$ cat config.mk
export PLATFORM = sky130hd
export DESIGN_NAME = ring_log_span_tracker_top
export DESIGN_NICKNAME = d
export VERILOG_FILES = /design/src/sv/rlst_pkg.sv /design/src/sv/ring_log_span_tracker_top.sv /design/src/sv/rlst_span_ram.sv /design/src/sv/rlst_collide.sv /design/src/sv/rlst_ctrl.sv
export SDC_FILE = /design/constraint.sdc
export NUM_CORES = 2
export LEC_CHECK = 0
export BUFFER_PORTS_ARGS = -buffer_cell sky130_fd_sc_hd__buf_2
export CAP_MARGIN = 20
export CELL_PAD_IN_SITES_DETAIL_PLACEMENT = 0
export CELL_PAD_IN_SITES_GLOBAL_PLACEMENT = 1
export CORE_MARGIN = 1.5
export CORE_UTILIZATION = 52
export CTS_CLUSTER_DIAMETER = 30
export DETAILED_ROUTE_END_ITERATION = 7
export PLACE_DENSITY_LB_ADDON = 0.3
export SYNTH_ARGS = -nofsm -noshare
export SYNTH_HDL_FRONTEND = slang
export SYNTH_SLANG_ARGS = --single-unit
$ cat constraint.sdc
create_clock -name clk -period 11.2 [get_ports clk]
set_clock_uncertainty 0.2 [all_clocks]
set_input_delay 1.12 -clock clk [delete_from_list [all_inputs] [get_ports clk]]
set_output_delay 1.12 -clock clk [all_outputs]
set_load 0.1 [all_outputs]
$ cat src/sv/rlst_pkg.sv
// Shared types, sizes and helpers for the ring log span tracker.
// No dependencies; every other file imports this package.
package rlst_pkg;

  localparam int SPAN_DEPTH = 16;
  localparam int LOG_BITS   = 20;
  localparam int COUNT_W    = 32;
  localparam int SLOT_W     = (SPAN_DEPTH > 1) ? $clog2(SPAN_DEPTH) : 1;
  localparam int CNT_W      = $clog2(SPAN_DEPTH + 1);
  localparam int REQ_W      = 2;

  localparam logic [REQ_W-1:0] REQ_APPEND   = 2'd0;
  localparam logic [REQ_W-1:0] REQ_ROLLBACK = 2'd1;
  localparam logic [REQ_W-1:0] REQ_CLEAR    = 2'd2;

  typedef struct packed {
    logic [LOG_BITS-1:0] start;
    logic [LOG_BITS-1:0] size;
  } span_t;

  typedef struct packed {
    logic              we;
    logic [SLOT_W-1:0] waddr;
    span_t             wdata;
    logic [SLOT_W-1:0] raddr;
  } mem_req_t;

  typedef struct packed {
    logic                valid;
    logic                ok;
    logic                overflowed;
    logic [LOG_BITS-1:0] span_start;
    logic [LOG_BITS-1:0] span_size;
    logic [LOG_BITS-1:0] next_start;
    logic [CNT_W-1:0]    spans_held;
  } result_t;

  // Circular slot arithmetic: base < SPAN_DEPTH, ofs <= SPAN_DEPTH
  function automatic logic [SLOT_W-1:0] slot_add(input logic [SLOT_W-1:0] base,
                                                 input logic [CNT_W-1:0]  ofs);
    logic [CNT_W:0] sum;
    sum = (CNT_W+1)'(base) + (CNT_W+1)'(ofs);
    if (sum >= (CNT_W+1)'(SPAN_DEPTH)) begin
      sum = sum - (CNT_W+1)'(SPAN_DEPTH);
    end
    return sum[SLOT_W-1:0];
  endfunction

endpackage

$ cat src/sv/ring_log_span_tracker_top.sv
// Ring log span tracker: an item is taken when start is high and busy is low.
// Clear, overflowing or zero-size appends, unknown requests and rollbacks of an
// empty list strobe out_valid in the cycle after acceptance. A rollback reads
// the newest span from the RAM and returns it from S_ROLL. An append goes to
// S_PUSH when the list is empty, else to S_CHECK, which drops the oldest spans
// that overlap the new one until one does not or every span is dropped: the
// span RAM is read once per cycle while the front of the list is checked, then
// the new span is written in S_PUSH. busy is high until the cycle the result
// shows. Each result is on the out_ ports for exactly one cycle with out_valid
// high and cannot be held off. No clearing pass after reset.
// Depends on rlst_pkg, rlst_ctrl, rlst_span_ram.
module ring_log_span_tracker_top (
  input  logic                          clk,
  input  logic                          rst_n,
  input  logic                          start,
  output logic                          busy,
  input  logic [rlst_pkg::REQ_W-1:0]    in_req_type,
  input  logic [rlst_pkg::LOG_BITS-1:0] in_write_start,
  input  logic [rlst_pkg::COUNT_W-1:0]  in_write_count,
  input  logic                          cfg_we,
  input  logic [rlst_pkg::LOG_BITS-1:0] cfg_wdata,
  output logic                          out_valid,
  output logic                          out_ok,
  output logic                          out_overflowed,
  output logic [rlst_pkg::LOG_BITS-1:0] out_span_start,
  output logic [rlst_pkg::LOG_BITS-1:0] out_span_size,
  output logic [rlst_pkg::LOG_BITS-1:0] out_next_start,
  output logic [rlst_pkg::CNT_W-1:0]    out_spans_held
);
  import rlst_pkg::*;

  logic [LOG_BITS-1:0] ring_mask_r;
  mem_req_t            mem_req;
  span_t               rd_data;
  result_t             result;

  always_ff @(posedge clk) begin
    if (!rst_n) begin
      ring_mask_r <= {LOG_BITS{1'b1}};
    end else if (cfg_we) begin
      ring_mask_r <= cfg_wdata;
    end
  end

  rlst_ctrl u_ctrl (
    .clk         (clk),
    .rst_n       (rst_n),
    .start       (start),
    .busy        (busy),
    .req_type    (in_req_type),
    .write_start (in_write_start),
    .write_count (in_write_count),
    .ring_mask   (ring_mask_r),
    .mem_req     (mem_req),
    .rd_data     (rd_data),
    .result      (result)
  );

  rlst_span_ram u_ram (
    .clk     (clk),
    .req     (mem_req),
    .rd_data (rd_data)
  );

  assign out_valid      = result.valid;
  assign out_ok         = result.ok;
  assign out_overflowed = result.overflowed;
  assign out_span_start = result.span_start;
  assign out_span_size  = result.span_size;
  assign out_next_start = result.next_start;
  assign out_spans_held = result.spans_held;

endmodule

$ cat src/sv/rlst_span_ram.sv
// Span store: one synchronous RAM of start/size pairs, one write and one read port.
// Read data is registered. Depends on rlst_pkg.
module rlst_span_ram (
  input  logic             clk,
  input  rlst_pkg::mem_req_t req,
  output rlst_pkg::span_t  rd_data
);
  import rlst_pkg::*;

  span_t mem [SPAN_DEPTH];
  span_t rd_data_r;

  always_ff @(posedge clk) begin
    if (req.we) begin
      mem[req.waddr] <= req.wdata;
    end
    rd_data_r <= mem[req.raddr];
  end

  assign rd_data = rd_data_r;

endmodule

$ cat src/sv/rlst_collide.sv
// Overlap test between a new span and a stored span on the circular log,
// covering the four wrap cases. Pure logic; depends on rlst_pkg.
module rlst_collide (
  input  logic [rlst_pkg::LOG_BITS-1:0] ring_mask,
  input  rlst_pkg::span_t               new_span,
  input  rlst_pkg::span_t               old_span,
  output logic                          hit
);
  import rlst_pkg::*;

  localparam int EW = LOG_BITS + 1;

  logic [EW-1:0] mask_e, shift;
  logic [EW-1:0] so, uo, eo, sc, uc, ec;
  logic          ow, cw;

  function automatic logic ovl(input logic [EW-1:0] sa, input logic [EW-1:0] ea,
                               input logic [EW-1:0] sb, input logic [EW-1:0] eb);
    logic [EW-1:0] lo, hi;
    lo = (sa > sb) ? sa : sb;
    hi = (ea < eb) ? ea : eb;
    return hi > lo;
  endfunction

  always_comb begin
    mask_e = EW'(ring_mask);
    shift  = mask_e + EW'(1);
    so = EW'(new_span.start);
    uo = so + EW'(new_span.size);
    eo = uo & mask_e;
    ow = uo > mask_e;
    sc = EW'(old_span.start);
    uc = sc + EW'(old_span.size);
    ec = uc & mask_e;
    cw = uc > mask_e;
    unique case ({ow, cw})
      2'b00:   hit = ovl(so, eo, sc, ec);
      2'b10:   hit = ovl(so, uo, sc, ec) || ovl(so, uo, sc + shift, ec + shift);
      2'b01:   hit = ovl(sc, uc, so, eo) || ovl(sc, uc, so + shift, eo + shift);
      default: hit = ovl(so, uo, sc, uc);
    endcase
  end

endmodule

$ cat src/sv/rlst_ctrl.sv
// Sequencer: decodes requests, walks the oldest spans through the RAM,
// pushes and pops spans, and registers the result. Depends on rlst_pkg, rlst_collide.
module rlst_ctrl (
  input  logic                          clk,
  input  logic                          rst_n,
  input  logic                          start,
  output logic                          busy,
  input  logic [rlst_pkg::REQ_W-1:0]    req_type,
  input  logic [rlst_pkg::LOG_BITS-1:0] write_start,
  input  logic [rlst_pkg::COUNT_W-1:0]  write_count,
  input  logic [rlst_pkg::LOG_BITS-1:0] ring_mask,
  output rlst_pkg::mem_req_t            mem_req,
  input  rlst_pkg::span_t               rd_data,
  output rlst_pkg::result_t             result
);
  import rlst_pkg::*;

  typedef enum logic [1:0] {S_IDLE, S_CHECK, S_PUSH, S_ROLL} state_t;

  state_t            state_r, state_nxt;
  logic [SLOT_W-1:0] oldest_r, oldest_nxt;
  logic [CNT_W-1:0]  count_r, count_nxt;
  span_t             span_r, span_nxt;
  result_t           res_r, res_nxt;
  logic              hit;
  logic              accept;

  rlst_collide u_collide (
    .ring_mask (ring_mask),
    .new_span  (span_r),
    .old_span  (rd_data),
    .hit       (hit)
  );

  assign accept = start && (state_r == S_IDLE);
  assign busy   = (state_r != S_IDLE);

  always_comb begin
    state_nxt  = state_r;
    oldest_nxt = oldest_r;
    count_nxt  = count_r;
    span_nxt   = span_r;
    res_nxt    = res_r;
    res_nxt.valid = 1'b0;
    mem_req.we    = 1'b0;
    mem_req.waddr = slot_add(oldest_r, count_r);
    mem_req.wdata = span_r;
    mem_req.raddr = oldest_r;

    unique case (state_r)
      S_IDLE: begin
        if (accept) begin
          res_nxt.ok         = 1'b0;
          res_nxt.overflowed = 1'b0;
          res_nxt.span_start = '0;
          res_nxt.span_size  = '0;
          res_nxt.next_start = '0;
          res_nxt.spans_held = count_r;
          unique case (req_type)
            REQ_APPEND: begin
              span_nxt.start = write_start;
              span_nxt.size  = write_count[LOG_BITS-1:0];
              if (write_count > COUNT_W'(ring_mask)) begin
                // overflow: history is gone
                count_nxt          = '0;
                oldest_nxt         = '0;
                res_nxt.valid      = 1'b1;
                res_nxt.ok         = 1'b1;
                res_nxt.overflowed = 1'b1;
                res_nxt.spans_held = '0;
              end else if (write_count == '0) begin
                res_nxt.valid      = 1'b1;
                res_nxt.ok         = 1'b1;
                res_nxt.next_start = write_start;
              end else if (count_r == '0) begin
                state_nxt = S_PUSH;
              end else begin
                state_nxt = S_CHECK;
              end
            end
            REQ_ROLLBACK: begin
              if (count_r == '0) begin
                res_nxt.valid = 1'b1;
              end else begin
                mem_req.raddr = slot_add(oldest_r, count_r - CNT_W'(1));
                state_nxt     = S_ROLL;
              end
            end
            REQ_CLEAR: begin
              count_nxt          = '0;
              oldest_nxt         = '0;
              res_nxt.valid      = 1'b1;
              res_nxt.ok         = 1'b1;
              res_nxt.spans_held = '0;
            end
            default: begin
              res_nxt.valid = 1'b1;
            end
          endcase
        end
      end

      S_CHECK: begin
        // rd_data holds the oldest span; drop it while it overlaps
        if (hit) begin
          oldest_nxt = slot_add(oldest_r, CNT_W'(1));
          count_nxt  = count_r - CNT_W'(1);
          if (count_r == CNT_W'(1)) begin
            state_nxt = S_PUSH;
          end
        end else begin
          state_nxt = S_PUSH;
        end
        mem_req.raddr = oldest_nxt;
      end

      S_PUSH: begin
        // when full the new span overwrites the oldest slot
        mem_req.we = 1'b1;
        if (count_r == CNT_W'(SPAN_DEPTH)) begin
          oldest_nxt = slot_add(oldest_r, CNT_W'(1));
        end else begin
          count_nxt = count_r + CNT_W'(1);
        end
        res_nxt.valid      = 1'b1;
        res_nxt.ok         = 1'b1;
        res_nxt.next_start = (span_r.start + span_r.size) & ring_mask;
        res_nxt.spans_held = count_nxt;
        state_nxt          = S_IDLE;
      end

      S_ROLL: begin
        count_nxt          = count_r - CNT_W'(1);
        res_nxt.valid      = 1'b1;
        res_nxt.ok         = 1'b1;
        res_nxt.span_start = rd_data.start;
        res_nxt.span_size  = rd_data.size;
        res_nxt.next_start = (count_nxt != '0) ? rd_data.start : '0;
        res_nxt.spans_held = count_nxt;
        state_nxt          = S_IDLE;
      end

      default: begin
        state_nxt = S_IDLE;
      end
    endcase
  end

  always_ff @(posedge clk) begin
    if (!rst_n) begin
      state_r  <= S_IDLE;
      oldest_r <= '0;
      count_r  <= '0;
      span_r   <= '0;
      res_r    <= '0;
    end else begin
      state_r  <= state_nxt;
      oldest_r <= oldest_nxt;
      count_r  <= count_nxt;
      span_r   <= span_nxt;
      res_r    <= res_nxt;
    end
  end

  assign result = res_r;

endmodule

======== Word-level counts from Yosys, hierarchy flattened ========
Memory sizes are Yosys's and may differ from the RTL's. A register that Yosys moved wholly into a read port is not among the register bits.
Index checks and enable logic that the tools add are counted.
cells by class
  bitwise gates (word level) .............. 3
  order comparisons ....................... 22
  equal/unequal tests ..................... 19
  add/subtract/negate cells ............... 16
  multiplexer cells ....................... 57
  reduce and logical (&&, ||, !) cells .... 23
operators with widths
  operator                                                          count
  21-bit 2-to-1 mux                                                 8
  21-bit less-than comparator                                       6
  20-bit 2-to-1 mux                                                 6
  21-bit by 20-bit > comparator with 1-bit output                   4
  21-bit > comparator                                               4
  40-bit one-hot mux with 2 select lines                            1
  25-bit one-hot mux with 3 select lines                            1
  68-bit 2-to-1 mux                                                 1
  20-bit by 20-bit adder with 21-bit output                         2
  20-bit by 21-bit adder with 21-bit output                         2
  21-bit adder                                                      2
  21-bit by 20-bit AND with 21-bit output                           2
  20-bit by 21-bit > comparator with 1-bit output                   2
  20-bit > comparator                                               2
  4-bit 2-to-1 mux                                                  10
  32-bit by 20-bit > comparator with 1-bit output                   1
  32-bit zero test                                                  1
  20-bit by 1-bit adder with 21-bit output (second input constant)  1
  3-bit inequality test (second input constant)                     7
  20-bit adder                                                      1
  20-bit AND                                                        1
  5-bit 2-to-1 mux                                                  4
  5-bit one-hot mux with 4 select lines                             1
  2-bit 2-to-1 mux                                                  9
  other kinds (32)                                                  61
word-level totals
  memory bits (writable) .................. 640
  bits in registers ....................... 139
  output and inout bits ................... 69
  memories kept ........................... 1
memory list
  name       words  width  read ports  clocked after memory_dff  wr ports  line                 source
  u_ram.mem  16     40     1           1                         1         rlst_span_ram.sv:10  span_t mem [SPAN_DEPTH];

======== Depth between registers and ports, before layout ========
  word-level depth ........................ 10
  gate-level depth with buffers ........... 47

======== Modules after synthesis ========
A second synthesis with hierarchy kept.
second synthesis, totals
  cells, all modules ...................... 4068
  area, all modules ....................... 49172.2 um^2
by module, submodules not included
  module                     cells each  instances  area each (um^2)  seq. area each (um^2)
  rlst_span_ram              1040        1          25131.6           20019.2
  rlst_collide               2077        1          16356.9           0.0
  rlst_ctrl                  887         1          6977.9            2382.3
  ring_log_span_tracker_top  64          1          705.7             400.4

======== Worst setup path before layout ========
OpenSTA, ideal clock, no wires.
  kind .................................... reg-to-reg
  from .................................... register u_ctrl.span_r (netlist bit u_ctrl.mem_req[24])
  to ...................................... register, netlist name u_ram.rd_data[19]
  path buffers ............................ 5
  clock period less this slack ............ 9.407 ns
  setup time .............................. 0.074 ns
  arrival time ............................ 9.134 ns
  cell stages (with the launch flop) ...... 46
  required time ........................... 10.926 ns
  slack ................................... 1.793 ns
  cells stage by stage .................... dfxtp_1 > ha_1 > fa_1 > a211oi_1 > o21a_1 > nor2_1 > o21ai_0 > nand2b_1 > a21oi_1 > xnor2_1 > ha_1 > ha_1 > a21o_1 > a41o_1 > a21o_1 > a21o_1 > a2111o_1 > a31oi_1 > [10 not listed] > ha_1 > a21oi_1 > o21ai_0 > a221oi_1 > a21boi_0 > o21ai_0 > o221ai_2 > nand3b_1 > and2_1 > buf_2 > mux2_4 > a222oi_1 > buf_4 > buf_8 > buf_8 > mux2i_1 > mux2i_1 > mux2i_1
on the way
  cells in the longest elaborated chain, start to end .. 10
  elaborated cells between the ends (all ways) .. 39
  classes of those cells .................. 3 x add/sub; 17 x order compare; 2 x eq/ne; 13 x mux; 1 x bitwise; 3 x reduce/logical
ends and longest elaborated chain
  item                                       line                source
  from (decl)                                rlst_ctrl.sv:23     span_t span_r, span_nxt;
  from (signal assigned)                     rlst_ctrl.sv:160    span_r <= span_nxt;
  20-bit by 20-bit adder with 21-bit output  rlst_collide.sv:29  uo = so + EW'(new_span.size);
  21-bit by 20-bit AND with 21-bit output    rlst_collide.sv:30  eo = uo & mask_e;
  21-bit adder                               rlst_collide.sv:39  2'b01: hit = ovl(sc, uc, so, eo) || ovl(sc, uc, so + shift, eo + shift);
  21-bit less-than comparator                rlst_collide.sv:21  hi = (ea < eb) ? ea : eb;
  21-bit 2-to-1 mux                          rlst_collide.sv:21
  21-bit > comparator                        rlst_collide.sv:22  return hi > lo;
  1-bit logical OR                           rlst_collide.sv:39
  1-bit one-hot mux with 3 select lines *    rlst_collide.sv:36  unique case ({ow, cw})
  4-bit 2-to-1 mux *                         rlst_ctrl.sv:105    if (hit) begin
  4-bit one-hot mux with 2 select lines *    rlst_ctrl.sv:50     unique case (state_r)
Mark *: on every way between the ends. The rest lies on a longest branch, timed or not.
A chain may end at the register's enable or synchronous reset.

======== Worst setup path in the final report ========
  from .................................... register u_ctrl.span_r (netlist bit u_ctrl.mem_req[25])
  to ...................................... register, netlist name u_ram.rd_data[21]
on the way
  cells in the longest elaborated chain, start to end .. 10
  elaborated cells between the ends (all ways) .. 39
  classes of those cells .................. 3 x add/sub; 17 x order compare; 2 x eq/ne; 13 x mux; 1 x bitwise; 3 x reduce/logical
ends and longest elaborated chain
  item                                       line
  20-bit by 20-bit adder with 21-bit output  rlst_collide.sv:29
  21-bit by 20-bit AND with 21-bit output    rlst_collide.sv:30
  21-bit adder                               rlst_collide.sv:39
  21-bit less-than comparator                rlst_collide.sv:21
  21-bit 2-to-1 mux                          rlst_collide.sv:21
  21-bit > comparator                        rlst_collide.sv:22
  1-bit logical OR                           rlst_collide.sv:39
  1-bit one-hot mux with 3 select lines *    rlst_collide.sv:36
  4-bit 2-to-1 mux *                         rlst_ctrl.sv:105
  4-bit one-hot mux with 2 select lines *    rlst_ctrl.sv:50
Marks and branches as above.

==> reports/results.md <==
* horizontal extent of the die: 311 um
* maximum fanout along the worst path: 23
* maximum VDD drop: 0.000164 V
* final core occ: 61.8%
* detailed placer's ending HPWL: 112 mm
* Setup WS post-layout: 0.318 ns
* number of fillers in the final layout: 7347
* Clock Root Buffer: clkbuf_16
* Tot GR Track Use: 32.0%
* fraction of final layout cells sized beyond drive strength 1: 14.8%
* Post-Synthesis Cell Area: 49400 um2
* pwr/cell area: 242 nW/um2
* part of the cycle the worst path needs: 97.2%
* post-synthesis adder-cell area fraction: 14.0%
* result of the run: complete, no violations
* global-route wire length before repair: 228 mm
* PnR Total Power: 14.1 mW
* depth of the most critical reg-to-reg path: 45
* switching power share of the total: 39.1%
* critical path required time: 11.60 ns
* number of hold buffers added after cts: 0
* standard-cell rows: 112
* f_max: 91.9 MHz
* Max transition margin: 12.4%
* worst stage delay on the critical path: 0.44 ns
* classification of the worst setup path: reg -> reg
* via count of the first global-routing pass: 35300
* total iterations of the first detailed-routing run: 6
* clock latency reported for the late side of the worst-skew pair: 0.73 ns
* worst-case register-to-register setup slack: 0.32 ns
* compound-gate portion of the synthesized area: 10.9%
* worst slew pin tran: 1.31 ns
* Post-Synth Simple-Gate Area: 7.68%
* final routed wire length divided by cell count: 26.5 um
* Post-synth EDFFs: 640
* Starting Density: 52.7%
* clock sink count: 819
* hold crit path type: reg -> reg
* pin count of the biggest net entering global routing: 79
* final net count: 5215
* dominant synthesized flop cell: edfxtp_1
* total die area: 96800 um2
* Worst Hold Depth: 1
* clock input transition at the sequential cells of the worst setup and hold paths: 0.05 ns
* area share of the leading cell type in the synthesized netlist: 38.9%
* initial antenna violation count: 6
* Detailed Route WL: 158 mm
* pre-CTS WS: -0.232 ns
* IO buf count: 146
* post-DR vias/cell: 6.10
* part of the total power dissipated in the clock network: 30.7%
* buffers from clock root to sink, at most: 3
* signal arrival time at the worst endpoint: 11.29 ns
* power spent charging and discharging nets: 5.50 mW
* Worst setup startpoint: u_ctrl.mem_req[25]
* aggregate global routing overflow: 0
* dpl cell area: 52900 um2
* number of remaining DRC errors: 0
* hold violation count in the final report: 0
* average cell area after synthesis: 11.6 um2
* via count: 36400
* TritonCTS clock tree: done
* synth warn: 0
* finished layout cell area: 58000 um2
* Synth-to-Final Area Change: 17.4%
* number of clock buffers inserted by TritonCTS: 143
* Power Internal: 8.55 mW
* cell leakage power: 27.0 nW
* maximum level of the CTS H-tree: 4
* Worst path slowest cell: a2111o_1
* number of max-cap violations: 0
* library cell with the highest instance count after synthesis: mux2i_1
* most instantiated cells after synthesis: 672 x mux2i_1, 640 x edfxtp_1, 538 x ha_1
* post-synthesis net count: 4879
* mux share of post-synthesis cell area: 15.4%
* start of the worst register-to-register path: u_ctrl.mem_req[25]
* combinational fraction of design power: 44.3%
* final setup violation count: 0
* main area contributors after synthesis: edfxtp_1 39%, ha_1 14%, mux2i_1 14%
* Post-Synth XOR/XNOR Area: 2.77%
* count of unique library cells instantiated by Yosys: 83
* combinational family with the most area after synthesis: multiplexers
* Final Slew Violations: 0
* fin crit period: 10.88 ns
* Post-Syn Instances: 4255
* Sequential Area: 22800 um2
* Async SR Flop Fraction: 0%
* Flop pwr share: 25.0%
* Core Box Area: 93700 um2
* count of antenna-violating nets left after detailed routing: 0
* startpoint types: flop
* initial drt markers: 3650
* I/O pin count: 147
* footprint of the multi-input gates: 25300 um2
* post-synthesis sequential element count: 819
* sequential share of the synthesized area: 46.2%
* library cell with the largest summed area after synthesis: edfxtp_1
* CP endpoint kind: flop
* Hold Path Origin: u_ctrl.result[1]
* vertical extent of the die: 311 um
* RePlAce Congestion: 1.02
-- sequential cells by signal (all words and copies together) (netlist names) --
signal           cells
u_ctrl.mem_req      40
u_ctrl.oldest_r      4
u_ram.mem          640
u_ctrl.count_r       5
u_ctrl.state_r       2
u_ram.rd_data       40
u_ctrl.result       68
ring_mask_r         20
-- cell usage in the layout (no fill, tap or decap), types with 14 or more instances in the layout --
master	synthesis	routed
buf_4	5	171
or3_1	17	17
ha_1	538	528
clkbuf_1	84	25
xnor2_1	104	102
nor3_1	42	40
mux2_2	51	51
and3_1	17	17
o21a_1	28	28
edfxtp_1	640	640
nand2_1	289	289
a21o_1	95	95
bufinv_16	0	15
clkinv_2	0	20
a31oi_1	20	18
nand2b_1	32	32
xor2_1	52	49
o21bai_1	23	23
nand4_1	42	42
buf_12	0	28
a21boi_0	52	51
clkbuf_16	0	145
nor2_4	0	16
a21oi_1	246	244
nor2_1	153	137
a221oi_1	30	29
a22oi_1	46	45
dfxtp_1	179	178
inv_1	192	189
a211oi_1	17	16
mux2_1	25	25
buf_2	52	145
nor2b_1	76	75
o21ai_0	151	150
clkinv_1	1	14
o211ai_1	39	39
mux2i_1	672	671
nand3_1	66	66
-- logic make-up after synthesis --
family | Yosys count
adder cells (fa/ha/maj) | 546
AND/OR/NAND/NOR | 795
buffers and inverters | 351
AO/OA/AOI/OAI | 839
multiplexers | 749
flip-flops | 819
XOR/XNOR | 156
-- what timing repair did --
| item | in CTS | in global routing |
|---|---|---|
| endpoints found under the setup margin | 10 | 40 |
| setup buffers | 0 | 5 |
| gates cloned | 0 | 1 |
| resized for setup | 4 | 34 |
| pin swaps | 0 | 10 |
-- metal layers --
layer | up-vias | track usage (%) | share of wire, %
li1 | 16700 | - | -
met1 | 17800 | 43.4 | 42
met2 | 1609 | 50.0 | 45
met3 | 287 | 5.23 | 8.6
met4 | 4 | 15.7 | 4.8
met5 | - | 0 | 0.011
-- power by group through the flow --
stage	clock [mW]	combinational (mW)	sequential, mW
5_1_grt	4.50	6.74	3.51
3_3_place_gp	0	5.90	3.56
6_report	4.32	6.23	3.51
4_1_cts	4.36	6.02	3.50
2_1_floorplan	0	3.84	3.69
3_5_place_dp	0	5.98	3.56
-- area by class of cell --
cell class	count	share of cell area (%)
clock buffer	177	6.57
tap	1254	2.71
clock inverter	86	1.83
antenna	1	0.00432
multi-input combinational	3085	43.7
sequential	819	39.3
inverter	194	1.26
timing repair buffer	348	4.58
-- worst paths after layout --
kind	to
hold / removal	u_ctrl.result[1]
hold reg to reg	u_ctrl.result[1]
setup reg to reg	u_ram.rd_data[21]
setup / recovery	u_ram.rd_data[21]
-- through the flow --
step | instances | hold WS [ns] | TNS [ns]
after CTS | 5957 | 0.293 | 0
after floorplan | 4255 | 0.297 | 0
final | 5964 | 0.289 | 0
after global routing | 5963 | 0.314 | -0.0191
after detailed placement | 5694 | 0.285 | -0.232
after global placement | 5693 | 0.279 | -0.151
-- worst max-delay path, delay by kind of cell, from the launching register on --
family                   cells  cell delay (ns)
adder cells (fa/ha/maj)      5             1.34
buffers and inverters        6             1.16
XOR/XNOR                     2             0.47
AO/OA/AOI/OAI               23             4.97
multiplexers                 5             1.28
AND/OR/NAND/NOR              4             0.85
flip-flops                   1             0.39
(Power assumes the default switching activity.)
